[src/hdl/b2r_pkg.sv]
// Shared types, constants and digit spelling table for the Roman numeral encoder.
package b2r_pkg;

    localparam int VALUE_W   = 13;
    localparam int LETTER_W  = 7;
    localparam int MODE_W    = 3;
    localparam int DIGIT_W   = 4;
    localparam int SPELL_MAX = 5;
    localparam int IDX_W     = $clog2(SPELL_MAX);
    localparam int NUM_POS   = 4;
    localparam int POS_W     = $clog2(NUM_POS);

    localparam int MAX_VALUE = 4999;
    localparam int RECIP_W   = 16;
    localparam int RECIP_10  = 52429;
    localparam int RECIP_SH  = 19;
    localparam int PROD_W    = VALUE_W + RECIP_W;

    localparam int MODE_CLOCK  = 0;
    localparam int MODE_MIDDLE = 1;
    localparam int MODE_MEDIEVAL = 2;

    localparam logic [LETTER_W-1:0] CH_NUL = 7'h00;
    localparam logic [LETTER_W-1:0] CH_I   = 7'h49;
    localparam logic [LETTER_W-1:0] CH_V   = 7'h56;
    localparam logic [LETTER_W-1:0] CH_X   = 7'h58;
    localparam logic [LETTER_W-1:0] CH_L   = 7'h4C;
    localparam logic [LETTER_W-1:0] CH_C   = 7'h43;
    localparam logic [LETTER_W-1:0] CH_D   = 7'h44;
    localparam logic [LETTER_W-1:0] CH_M   = 7'h4D;
    localparam logic [LETTER_W-1:0] CH_A   = 7'h41;
    localparam logic [LETTER_W-1:0] CH_S   = 7'h53;
    localparam logic [LETTER_W-1:0] CH_N   = 7'h4E;
    localparam logic [LETTER_W-1:0] CH_Q   = 7'h51;
    localparam logic [LETTER_W-1:0] CH_W   = 7'h57;
    localparam logic [LETTER_W-1:0] CH_Z   = 7'h5A;

    typedef enum logic [1:0] {
        ST_OK        = 2'd0,
        ST_TOO_LARGE = 2'd1,
        ST_ZERO      = 2'd2
    } t_status;

    typedef enum logic [1:0] {
        S_IDLE,
        S_CHECK,
        S_SPLIT,
        S_EMIT
    } t_state;

    typedef struct packed {
        logic capture;
        logic load_single;
        logic split;
        logic emit;
    } t_ctl_cmd;

    typedef struct packed {
        logic special;
        logic split_last;
        logic slot_free;
        logic last_beat;
    } t_dp_sts;

    typedef struct packed {
        logic [IDX_W-1:0]                   len;
        logic [SPELL_MAX-1:0][LETTER_W-1:0] ltr;
    } t_spell;

    function automatic t_spell spell_digit(
        input logic [POS_W-1:0]   pos,
        input logic [DIGIT_W-1:0] d,
        input logic [MODE_W-1:0]  mode
    );
        t_spell              s;
        logic [LETTER_W-1:0] u;
        logic [LETTER_W-1:0] f;
        logic [LETTER_W-1:0] t;
        logic                hit;
        s   = '0;
        hit = 1'b0;
        unique case (pos)
            2'd0: begin
                u = CH_I; f = CH_V; t = CH_X;
            end
            2'd1: begin
                u = CH_X; f = CH_L; t = CH_C;
            end
            2'd2: begin
                u = CH_C; f = CH_D; t = CH_M;
            end
            default: begin
                u = CH_M; f = CH_M; t = CH_M;
            end
        endcase

        if (mode[MODE_CLOCK] && pos == 2'd0 && d == 4'd4) begin
            s.len = 3'd4;
            s.ltr[0] = CH_I; s.ltr[1] = CH_I; s.ltr[2] = CH_I; s.ltr[3] = CH_I;
            hit = 1'b1;
        end else if (mode[MODE_MIDDLE]) begin
            if (pos == 2'd0 && d == 4'd5) begin
                s.len = 3'd5;
                s.ltr[0] = CH_I; s.ltr[1] = CH_I; s.ltr[2] = CH_I;
                s.ltr[3] = CH_I; s.ltr[4] = CH_I;
                hit = 1'b1;
            end else if (pos == 2'd0 && d == 4'd8) begin
                s.len = 3'd3;
                s.ltr[0] = CH_I; s.ltr[1] = CH_I; s.ltr[2] = CH_X;
                hit = 1'b1;
            end else if (pos == 2'd1 && d == 4'd1) begin
                s.len = 3'd2;
                s.ltr[0] = CH_V; s.ltr[1] = CH_V;
                hit = 1'b1;
            end
        end else if (mode[MODE_MEDIEVAL]) begin
            hit   = 1'b1;
            s.len = 3'd1;
            if (pos == 2'd0 && d == 4'd5) begin
                s.ltr[0] = CH_A;
            end else if (pos == 2'd1 && d == 4'd7) begin
                s.ltr[0] = CH_S;
            end else if (pos == 2'd1 && d == 4'd9) begin
                s.ltr[0] = CH_N;
            end else if (pos == 2'd2 && d == 4'd5) begin
                s.ltr[0] = CH_Q;
            end else if (pos == 2'd2 && d == 4'd8) begin
                s.ltr[0] = CH_W;
            end else if (pos == 2'd3 && d == 4'd2) begin
                s.ltr[0] = CH_Z;
            end else begin
                hit   = 1'b0;
                s.len = '0;
            end
        end

        if (!hit) begin
            if (pos == 2'd3) begin
                s.len = (d > 4'd4) ? 3'd4 : d[IDX_W-1:0];
                for (int k = 0; k < 4; k++) begin
                    if (4'(k) < d) begin
                        s.ltr[k] = CH_M;
                    end
                end
            end else begin
                unique case (d)
                    4'd1: begin
                        s.len = 3'd1; s.ltr[0] = u;
                    end
                    4'd2: begin
                        s.len = 3'd2; s.ltr[0] = u; s.ltr[1] = u;
                    end
                    4'd3: begin
                        s.len = 3'd3; s.ltr[0] = u; s.ltr[1] = u; s.ltr[2] = u;
                    end
                    4'd4: begin
                        s.len = 3'd2; s.ltr[0] = u; s.ltr[1] = f;
                    end
                    4'd5: begin
                        s.len = 3'd1; s.ltr[0] = f;
                    end
                    4'd6: begin
                        s.len = 3'd2; s.ltr[0] = f; s.ltr[1] = u;
                    end
                    4'd7: begin
                        s.len = 3'd3; s.ltr[0] = f; s.ltr[1] = u; s.ltr[2] = u;
                    end
                    4'd8: begin
                        s.len = 3'd4; s.ltr[0] = f; s.ltr[1] = u;
                        s.ltr[2] = u; s.ltr[3] = u;
                    end
                    4'd9: begin
                        s.len = 3'd2; s.ltr[0] = u; s.ltr[1] = t;
                    end
                    default: begin
                        s.len = '0;
                    end
                endcase
            end
        end
        return s;
    endfunction

endpackage

[src/hdl/b2r_ctrl.sv]
// Sequencing state machine: accept, range check, digit split, letter emission.
module b2r_ctrl (
    input  logic              i_clk,
    input  logic              i_rst_n,
    input  logic              i_valid,
    output logic              o_ready,
    input  b2r_pkg::t_dp_sts  i_sts,
    output b2r_pkg::t_ctl_cmd o_cmd
);
    import b2r_pkg::*;

    t_state r_state;
    t_state n_state;

    always_ff @(posedge i_clk) begin
        if (!i_rst_n) begin
            r_state <= S_IDLE;
        end else begin
            r_state <= n_state;
        end
    end

    always_comb begin
        n_state = r_state;
        o_cmd   = '0;
        o_ready = 1'b0;
        unique case (r_state)
            S_IDLE: begin
                o_ready = 1'b1;
                if (i_valid) begin
                    o_cmd.capture = 1'b1;
                    n_state       = S_CHECK;
                end
            end
            S_CHECK: begin
                if (i_sts.special) begin
                    if (i_sts.slot_free) begin
                        o_cmd.load_single = 1'b1;
                        n_state           = S_IDLE;
                    end
                end else begin
                    n_state = S_SPLIT;
                end
            end
            S_SPLIT: begin
                o_cmd.split = 1'b1;
                if (i_sts.split_last) begin
                    n_state = S_EMIT;
                end
            end
            S_EMIT: begin
                if (i_sts.slot_free) begin
                    o_cmd.emit = 1'b1;
                    if (i_sts.last_beat) begin
                        n_state = S_IDLE;
                    end
                end
            end
            default: begin
                n_state = S_IDLE;
            end
        endcase
    end

endmodule

[src/hdl/b2r_dpath.sv]
// Datapath: mode register, digit split by reciprocal multiply, spelling and output register.
module b2r_dpath (
    input  logic                             i_clk,
    input  logic                             i_rst_n,
    input  logic                             i_cfg_valid,
    input  logic [b2r_pkg::MODE_W-1:0]       i_cfg_mode_flags,
    input  logic [b2r_pkg::VALUE_W-1:0]      i_value,
    input  b2r_pkg::t_ctl_cmd                i_cmd,
    output b2r_pkg::t_dp_sts                 o_sts,
    output logic                             o_valid,
    input  logic                             i_ready,
    output logic [b2r_pkg::LETTER_W-1:0]     o_letter,
    output logic                             o_last,
    output logic [1:0]                       o_status
);
    import b2r_pkg::*;

    logic [MODE_W-1:0]               r_mode;
    logic [VALUE_W-1:0]              r_rem;
    logic [NUM_POS-1:0][DIGIT_W-1:0] r_dig;
    logic [POS_W-1:0]                r_pos;
    logic [IDX_W-1:0]                r_idx;
    logic                            r_out_valid;
    logic [LETTER_W-1:0]             r_letter;
    logic                            r_last;
    logic [1:0]                      r_status;

    logic [PROD_W-1:0]               w_prod;
    logic [VALUE_W-1:0]              w_quot;
    logic [VALUE_W-1:0]              w_quot10;
    logic [DIGIT_W-1:0]              w_digit;
    t_spell                          w_spell;
    logic                            w_lower_zero;
    logic                            w_end_digit;
    logic                            w_too_large;
    logic                            w_zero;
    logic                            w_slot_free;

    assign w_prod      = PROD_W'(r_rem) * PROD_W'(RECIP_10);
    assign w_quot      = VALUE_W'(w_prod >> RECIP_SH);
    assign w_quot10    = (w_quot << 3) + (w_quot << 1);
    assign w_digit     = DIGIT_W'(r_rem - w_quot10);

    assign w_spell     = spell_digit(r_pos, r_dig[r_pos], r_mode);
    assign w_end_digit = (w_spell.len == '0) || (r_idx == w_spell.len - 3'd1);

    always_comb begin
        unique case (r_pos)
            2'd3:    w_lower_zero = (r_dig[2] == '0) && (r_dig[1] == '0) && (r_dig[0] == '0);
            2'd2:    w_lower_zero = (r_dig[1] == '0) && (r_dig[0] == '0);
            2'd1:    w_lower_zero = (r_dig[0] == '0);
            default: w_lower_zero = 1'b1;
        endcase
    end

    assign w_too_large = (r_rem > VALUE_W'(MAX_VALUE));
    assign w_zero      = (r_rem == '0);
    assign w_slot_free = !r_out_valid || i_ready;

    assign o_sts.special    = w_too_large || w_zero;
    assign o_sts.split_last = (r_pos == 2'd2);
    assign o_sts.slot_free  = w_slot_free;
    assign o_sts.last_beat  = (w_spell.len != '0) && w_end_digit && w_lower_zero;

    always_ff @(posedge i_clk) begin
        if (!i_rst_n) begin
            r_mode <= '0;
        end else if (i_cfg_valid) begin
            r_mode <= i_cfg_mode_flags;
        end
    end

    always_ff @(posedge i_clk) begin
        if (!i_rst_n) begin
            r_pos <= '0;
            r_idx <= '0;
        end else if (i_cmd.capture) begin
            r_rem <= i_value;
            r_pos <= '0;
            r_idx <= '0;
        end else if (i_cmd.split) begin
            r_dig[r_pos] <= w_digit;
            r_rem        <= w_quot;
            r_pos        <= r_pos + 2'd1;
            if (r_pos == 2'd2) begin
                r_dig[3] <= w_quot[DIGIT_W-1:0];
            end
        end else if (i_cmd.emit) begin
            if (w_end_digit) begin
                r_idx <= '0;
                r_pos <= r_pos - 2'd1;
            end else begin
                r_idx <= r_idx + 3'd1;
            end
        end
    end

    always_ff @(posedge i_clk) begin
        if (!i_rst_n) begin
            r_out_valid <= 1'b0;
        end else if (i_cmd.load_single || (i_cmd.emit && w_spell.len != '0)) begin
            r_out_valid <= 1'b1;
        end else if (i_ready) begin
            r_out_valid <= 1'b0;
        end
    end

    always_ff @(posedge i_clk) begin
        if (i_cmd.load_single) begin
            r_last <= 1'b1;
            if (w_too_large) begin
                r_letter <= CH_NUL;
                r_status <= ST_TOO_LARGE;
            end else if (r_mode[MODE_MIDDLE]) begin
                r_letter <= CH_N;
                r_status <= ST_OK;
            end else begin
                r_letter <= CH_NUL;
                r_status <= ST_ZERO;
            end
        end else if (i_cmd.emit && w_spell.len != '0) begin
            r_letter <= w_spell.ltr[r_idx];
            r_last   <= w_end_digit && w_lower_zero;
            r_status <= ST_OK;
        end
    end

    assign o_valid  = r_out_valid;
    assign o_letter = r_letter;
    assign o_last   = r_last;
    assign o_status = r_status;

endmodule

[src/hdl/binary_to_roman_numeral_encoder_unit.sv]
// A value is range checked and split into digits before emission; leading zeros delay it.
// Throughput: one letter beat per cycle unless the output stalls; a zero digit ahead of the
// last letter takes an emission step without a letter. The next input beat is taken once the
// final letter is loaded.
// Reset is synchronous, active low: clears the sequencer, output valid and the mode register.
module binary_to_roman_numeral_encoder_unit (
    input  logic                         i_clk,
    input  logic                         i_rst_n,
    input  logic                         i_valid,
    output logic                         o_ready,
    input  logic [b2r_pkg::VALUE_W-1:0]  i_value,
    output logic                         o_valid,
    input  logic                         i_ready,
    output logic [b2r_pkg::LETTER_W-1:0] o_letter,
    output logic                         o_last,
    output logic [1:0]                   o_status,
    input  logic                         i_cfg_valid,
    output logic                         o_cfg_ready,
    input  logic [b2r_pkg::MODE_W-1:0]   i_cfg_mode_flags
);
    import b2r_pkg::*;

    t_ctl_cmd w_cmd;
    t_dp_sts  w_sts;

    assign o_cfg_ready = 1'b1;

    b2r_ctrl u_ctrl (
        .i_clk   (i_clk),
        .i_rst_n (i_rst_n),
        .i_valid (i_valid),
        .o_ready (o_ready),
        .i_sts   (w_sts),
        .o_cmd   (w_cmd)
    );

    b2r_dpath u_dpath (
        .i_clk            (i_clk),
        .i_rst_n          (i_rst_n),
        .i_cfg_valid      (i_cfg_valid),
        .i_cfg_mode_flags (i_cfg_mode_flags),
        .i_value          (i_value),
        .i_cmd            (w_cmd),
        .o_sts            (w_sts),
        .o_valid          (o_valid),
        .i_ready          (i_ready),
        .o_letter         (o_letter),
        .o_last           (o_last),
        .o_status         (o_status)
    );

endmodule

[config.mk]
export PLATFORM = sky130hd
export DESIGN_NAME = binary_to_roman_numeral_encoder_unit
export DESIGN_NICKNAME = d
export VERILOG_FILES = /design/src/hdl/b2r_pkg.sv /design/src/hdl/b2r_ctrl.sv /design/src/hdl/b2r_dpath.sv /design/src/hdl/binary_to_roman_numeral_encoder_unit.sv
export SDC_FILE = /design/constraint.sdc
export NUM_CORES = 1
export LEC_CHECK = 0
export CAP_MARGIN = 10
export CELL_PAD_IN_SITES_DETAIL_PLACEMENT = 1
export CELL_PAD_IN_SITES_GLOBAL_PLACEMENT = 1
export CORE_AREA = 3 3 114 143
export DETAILED_ROUTE_END_ITERATION = 16
export DIE_AREA = 0 0 117 146
export DONT_BUFFER_PORTS = 1
export PLACE_DENSITY = 0.81
export SLEW_MARGIN = 20
export SYNTH_ARGS = -nofsm -noshare
export SYNTH_HDL_FRONTEND = slang
export SYNTH_SLANG_ARGS = --single-unit
[constraint.sdc]
create_clock -name i_clk -period 10.9 [get_ports i_clk]
set_input_delay 1.09 -clock i_clk [delete_from_list [all_inputs] [get_ports i_clk]]
set_output_delay 1.09 -clock i_clk [all_outputs]
set_load 0.01 [all_outputs]
# == Word-level counts from Yosys, hierarchy flattened ==
# Cells that the tools add are included.
# classes
reduce_logical,49
mul,1
n_mux,97
n_eq_ne,21
n_bitwise,3
addsub,6
order_cmp,9
# op_table
cell,n
7-bit 2-to-1 mux,21
28-bit 2-to-1 mux,4
14-bit 2-to-1 mux,3
3-bit 2-to-1 mux,14
5-bit one-hot mux with 3 select lines,2
13-bit by 16-bit multiplier with 29-bit output (second input constant),1
2-bit 2-to-1 mux,14
13-bit 2-to-1 mux,2
1-bit 2-to-1 mux,23
7-bit binary-select mux with 3-bit select,1
21-bit 2-to-1 mux,1
7-bit one-hot mux with 3 select lines,1
1-bit logical AND,18
16-bit bitwise mux,1
4-bit by 3-bit equality test with 1-bit output (second input constant),4
7-bit one-hot mux with 2 select lines,1
13-bit greater-than comparator (second input constant),1
13-bit zero test,1
4-bit zero test,3
4-bit 2-to-1 mux,3
3-bit one-hot mux with 4 select lines,1
5-bit one-hot mux with 2 select lines,1
2-bit nonzero test,5
5-bit OR reduction,2
other kinds (37),58
# totals
regBits,50
out_inout_bits,13
inputBits,21
elab_cells,199

# == Logic depth before layout (Yosys ltp) ==
# depth
ltp_word,22
depth_mapped,23
depth_no_buf,23

# == Cells and area by module ==
# A second synthesis with hierarchy kept.
# unflattened
cells_unflattened,750
hier_area_um2,6865.3
# modules_own_cells
module,cells_per_inst,instances,area_each_um2,seq_area_each_um2
b2r_dpath,731,1,6710.2,1311.3
b2r_ctrl,17,1,143.9,40.0
binary_to_roman_numeral_encoder_unit,2,1,11.3,0.0

# == Least setup slack after synthesis ==
# No wires, ideal clock.
# synth_path
path_kind,register -> register
startpoint,register u_dpath.r_rem[5]
endpoint,register u_dpath.r_dig[15] in the netlist's numbering (data pin)
arrival_ns,5.118
period_less_slack_ns,5.374
setup_slack_ns,5.526
path_stages_with_launch,21
t_required_ns,10.644
cell_sequence,edfxtp_1 inv_1 ha_1 fa_1 fa_1 inv_1 fa_1 inv_1 fa_1 ha_1 a21o_1 a21oi_1 nand2b_1 a21oi_1 o31a_1 o21ai_0 xor2_1 ha_1 xor2_1 xnor3_1 a22o_1
# synth_via
elab_chain_cells,5
# synth_lines
item,line,source
start: declaration,b2r_dpath.sv:19,logic [VALUE_W-1:0] r_rem;
start signal: assignment,b2r_dpath.sv:78,r_rem <= i_value;
start signal: assignment,b2r_dpath.sv:83,r_rem <= w_quot;
13-bit by 16-bit multiplier with 29-bit output,b2r_dpath.sv:39,assign w_prod = PROD_W'(r_rem) * PROD_W'(RECIP_10);
4-bit adder,b2r_dpath.sv:41,assign w_quot10 = (w_quot << 3) + (w_quot << 1);
4-bit subtractor,b2r_dpath.sv:42,assign w_digit = DIGIT_W'(r_rem - w_quot10);
named net u_dpath.w_digit[3],b2r_dpath.sv:31,logic [DIGIT_W-1:0] w_digit;
16-bit bitwise mux,b2r_dpath.sv:82,r_dig[r_pos] <= w_digit;
4-bit 2-to-1 mux,b2r_dpath.sv:85,if (r_pos == 2'd2) begin
end signal: indexed assignment,b2r_dpath.sv:82,
end: declaration,b2r_dpath.sv:20,logic [NUM_POS-1:0][DIGIT_W-1:0] r_dig;
# The timed path passes the listed nets, and every way through them passes these cells.
# A chain may end at the register's enable or synchronous reset.

# == Worst setup path in the final report ==
# layout_path
startpoint,register u_dpath.r_rem[4]
endpoint,register u_dpath.r_dig[15] in the netlist's numbering (data pin)
# Same word-level chain as after synthesis.

==> flow_summary_export.csv <==
group,metric,value,unit
synthesis,async_flop_share,0,%
timing,hold_ws,0.573,ns
cts,numCtsBuffers,5,
routing,wire_per_inst,23.1,um
routing,first_iter_violations,493,
floorplanning,boundaryPins,34,
critical_path,arrival,6.21,ns
grt,grt_max_degree,33,
critical_path,worst_setup_path_start_kind,"flip-flop",
timing,hold_viol,0,
synthesis,synth.lib_cells_used.distinct,74,
worst_hold_path,worstHoldPathCells,2,
timing,worst_slew_pin_slew,0.863,ns
timing,timing.fmax,0.163,GHz
synthesis,synthTopCellsByCount,"120 x inv_1, 105 x ha_1, 66 x nand2_1",
floorplanning,initial_core_util,46.0,%
grt,grt_pass1_wl,34200,um
critical_path,crit_fanout,7,
synthesis,ys.flop_type,"edfxtp_1",
place,pre_cts_slack,4.81,ns
floorplanning,rows,50,
routing,ant_nets,0,
cts,cts_root_buffer,"clkbuf_16",
critical_path,r2r.worst_path.cells,20,
floorplanning,dieArea,17100,um2
timing,finalCritPeriodShare,56.4,%
routing,viasPerCell,6.13,
grt,antenna_found_initial,0,
final_layout,drive_above_1_share,5.29,%
synthesis,syn_avg_cell_area,8.85,um2
synthesis,synthCells,780,
routing,drt_wl_total,21600,um
synthesis,synth_area_leaders,"ha_1 19%, edfxtp_1 16%, fa_1 14%, inv_1 6.5%, nand2_1 3.6%",
place,place_congestion,0.935,
timing,fin_skew,0.00447,ns
synthesis,ys_ff_latch,49,
synthesis,synth_fp_nets,954,
grt,grt.total_usage,26.1,%
synthesis,synth.most_common_cell,"inv_1",
cts,clock_latency,0.31,ns
grt,grt_pass1_vias,6412,
floorplanning,dieWidth,117,um
cts,post_cts_buffers,0,
timing,slew_violations,0,
critical_path,critical_path_class,"flip-flop to flip-flop",
place,hpwl,17500,um
grt,grt_overflow,0,
cts,clockBufferDepth,2,
critical_path,cp.required,10.96,ns
flow_run,maxCapViolCount,0,
timing,setup_ws,4.76,ns
synthesis,seq_area_frac_synth,19.6,%
cts,clock_sinks,49,
cts,htree_num_levels,2,
routing,dr.pass1.iters,5,
final_layout,area_growth,4.19,%
worst_hold_path,hold_class,"flip-flop to flip-flop",
outcome,outcome,"completed",
timing,fin_crit,6.14,ns
synthesis,synth_top_area_cell,"ha_1",
routing,via_count,5751,
routing,drc,0,
synthesis,synth_edf_count,37,
synthesis,yosys_warnings,0,
place,io_buffers,0,
cts,clk_pin_slew,0.08,ns
cts,cts_hold_buffers,0,
floorplanning,coreArea,15000,um2
final_layout,layout.nets,929,
timing,rsz0062_at_grt,"false",
cts,cts_tree,"built",
floorplanning,die_h,146,um
timing,max-slew-margin-rel,41.9,%
timing,finalSetupTns,0,ns
cts,cts_resized,0,
synthesis,synth_top_area_share,19.0,%
timing,setup-violations-final,0,
synthesis,synthesis.area,6910,um2
final_layout,diodes,0,
critical_path,crit_path_end_kind,"flip-flop",
## flip-flops by register name, summed over array words and instances (netlist names)
register,count
u_dpath.r_rem,13
u_dpath.r_pos,2
u_dpath.o_last,1
u_dpath.r_dig,16
u_ctrl.r_state,2
u_dpath.o_status,2
u_dpath.o_letter,6
u_dpath.o_valid,1
u_dpath.r_mode,3
u_dpath.r_idx,3
## layer usage
layer | global-route usage, % | part of all wire [%]
met1 | 27.4 | 36
met2 | 48.6 | 55
met3 | 2.75 | 3.2
met4 | 15.3 | 6.4
met5 | 0 | 0
## cell families after synthesis
family	Yosys count	synth area share, %
compound gates	171	16.6
simple gates	220	16.3
xor+xnor	16	2.23
other cells	2	0.109
buf+inv	152	8.61
mux	17	3.61
fa+ha+maj	153	32.9
flops	49	19.6
## final cells by class
type	instances	area, um2
clock buffer	5	125
sequential	49	1350
fill	1775	7820
inverter	120	450
clock inverter	3	68.8
multi-input combinational	579	4970
tap	182	228
## layout by cell type (no fill, tap or decap), types with 5 or more instances in the layout
cell / count
mux2i_1: 8
a21o_1: 9
o311ai_0: 5
and3_1: 16
mux4_2: 6
nor3_1: 13
or2_2: 9
xor2_1: 8
nor4_1: 6
a31oi_1: 8
inv_1: 120
ha_1: 105
o31ai_1: 5
a21boi_0: 5
o21a_1: 5
edfxtp_1: 37
xnor2_1: 7
fa_1: 48
nor2_1: 39
o21ai_0: 45
nand2b_1: 7
clkbuf_16: 5
dfxtp_1: 12
a22o_1: 8
a21oi_1: 42
nor2b_1: 13
nand2_1: 66
nand3_1: 19
or3_1: 6
## final timing paths
path | slack [ns] | start | end
setup / recovery | 4.76 | u_dpath.r_rem[4] | u_dpath.r_dig[15]
hold / removal | 0.57 | u_dpath.o_last | u_dpath.o_last
setup reg to reg | 4.76 | u_dpath.r_rem[4] | u_dpath.r_dig[15]
hold reg to reg | 0.57 | u_dpath.o_last | u_dpath.o_last
## critical path: stages (launching register included)
cell and delay, ns:
edfxtp_1 0.61, inv_1 0.17, ha_1 0.37, ha_1 0.34, inv_1 0.07, fa_1 0.55
inv_1 0.06, fa_1 0.54, inv_1 0.06, fa_1 0.51, inv_1 0.05, ha_1 0.26
and3_1 0.18, nor2b_1 0.06, o31a_1 0.27, o21ai_0 0.48, xor2_1 0.28, ha_1 0.20
xor2_1 0.19, xnor3_1 0.40, a22o_1 0.24
## metrics by stage
step	instances	cell area [um2]	util, %
after global placement	930	6990	46.6
after global routing	938	7190	47.9
after CTS	938	7190	47.9
final	938	7190	47.9
after detailed placement	930	6990	46.6
after floorplan	780	6910	-
Power is not shown: default switching activity piles up to over one toggle a cycle in this logic, so the estimate is an artifact.
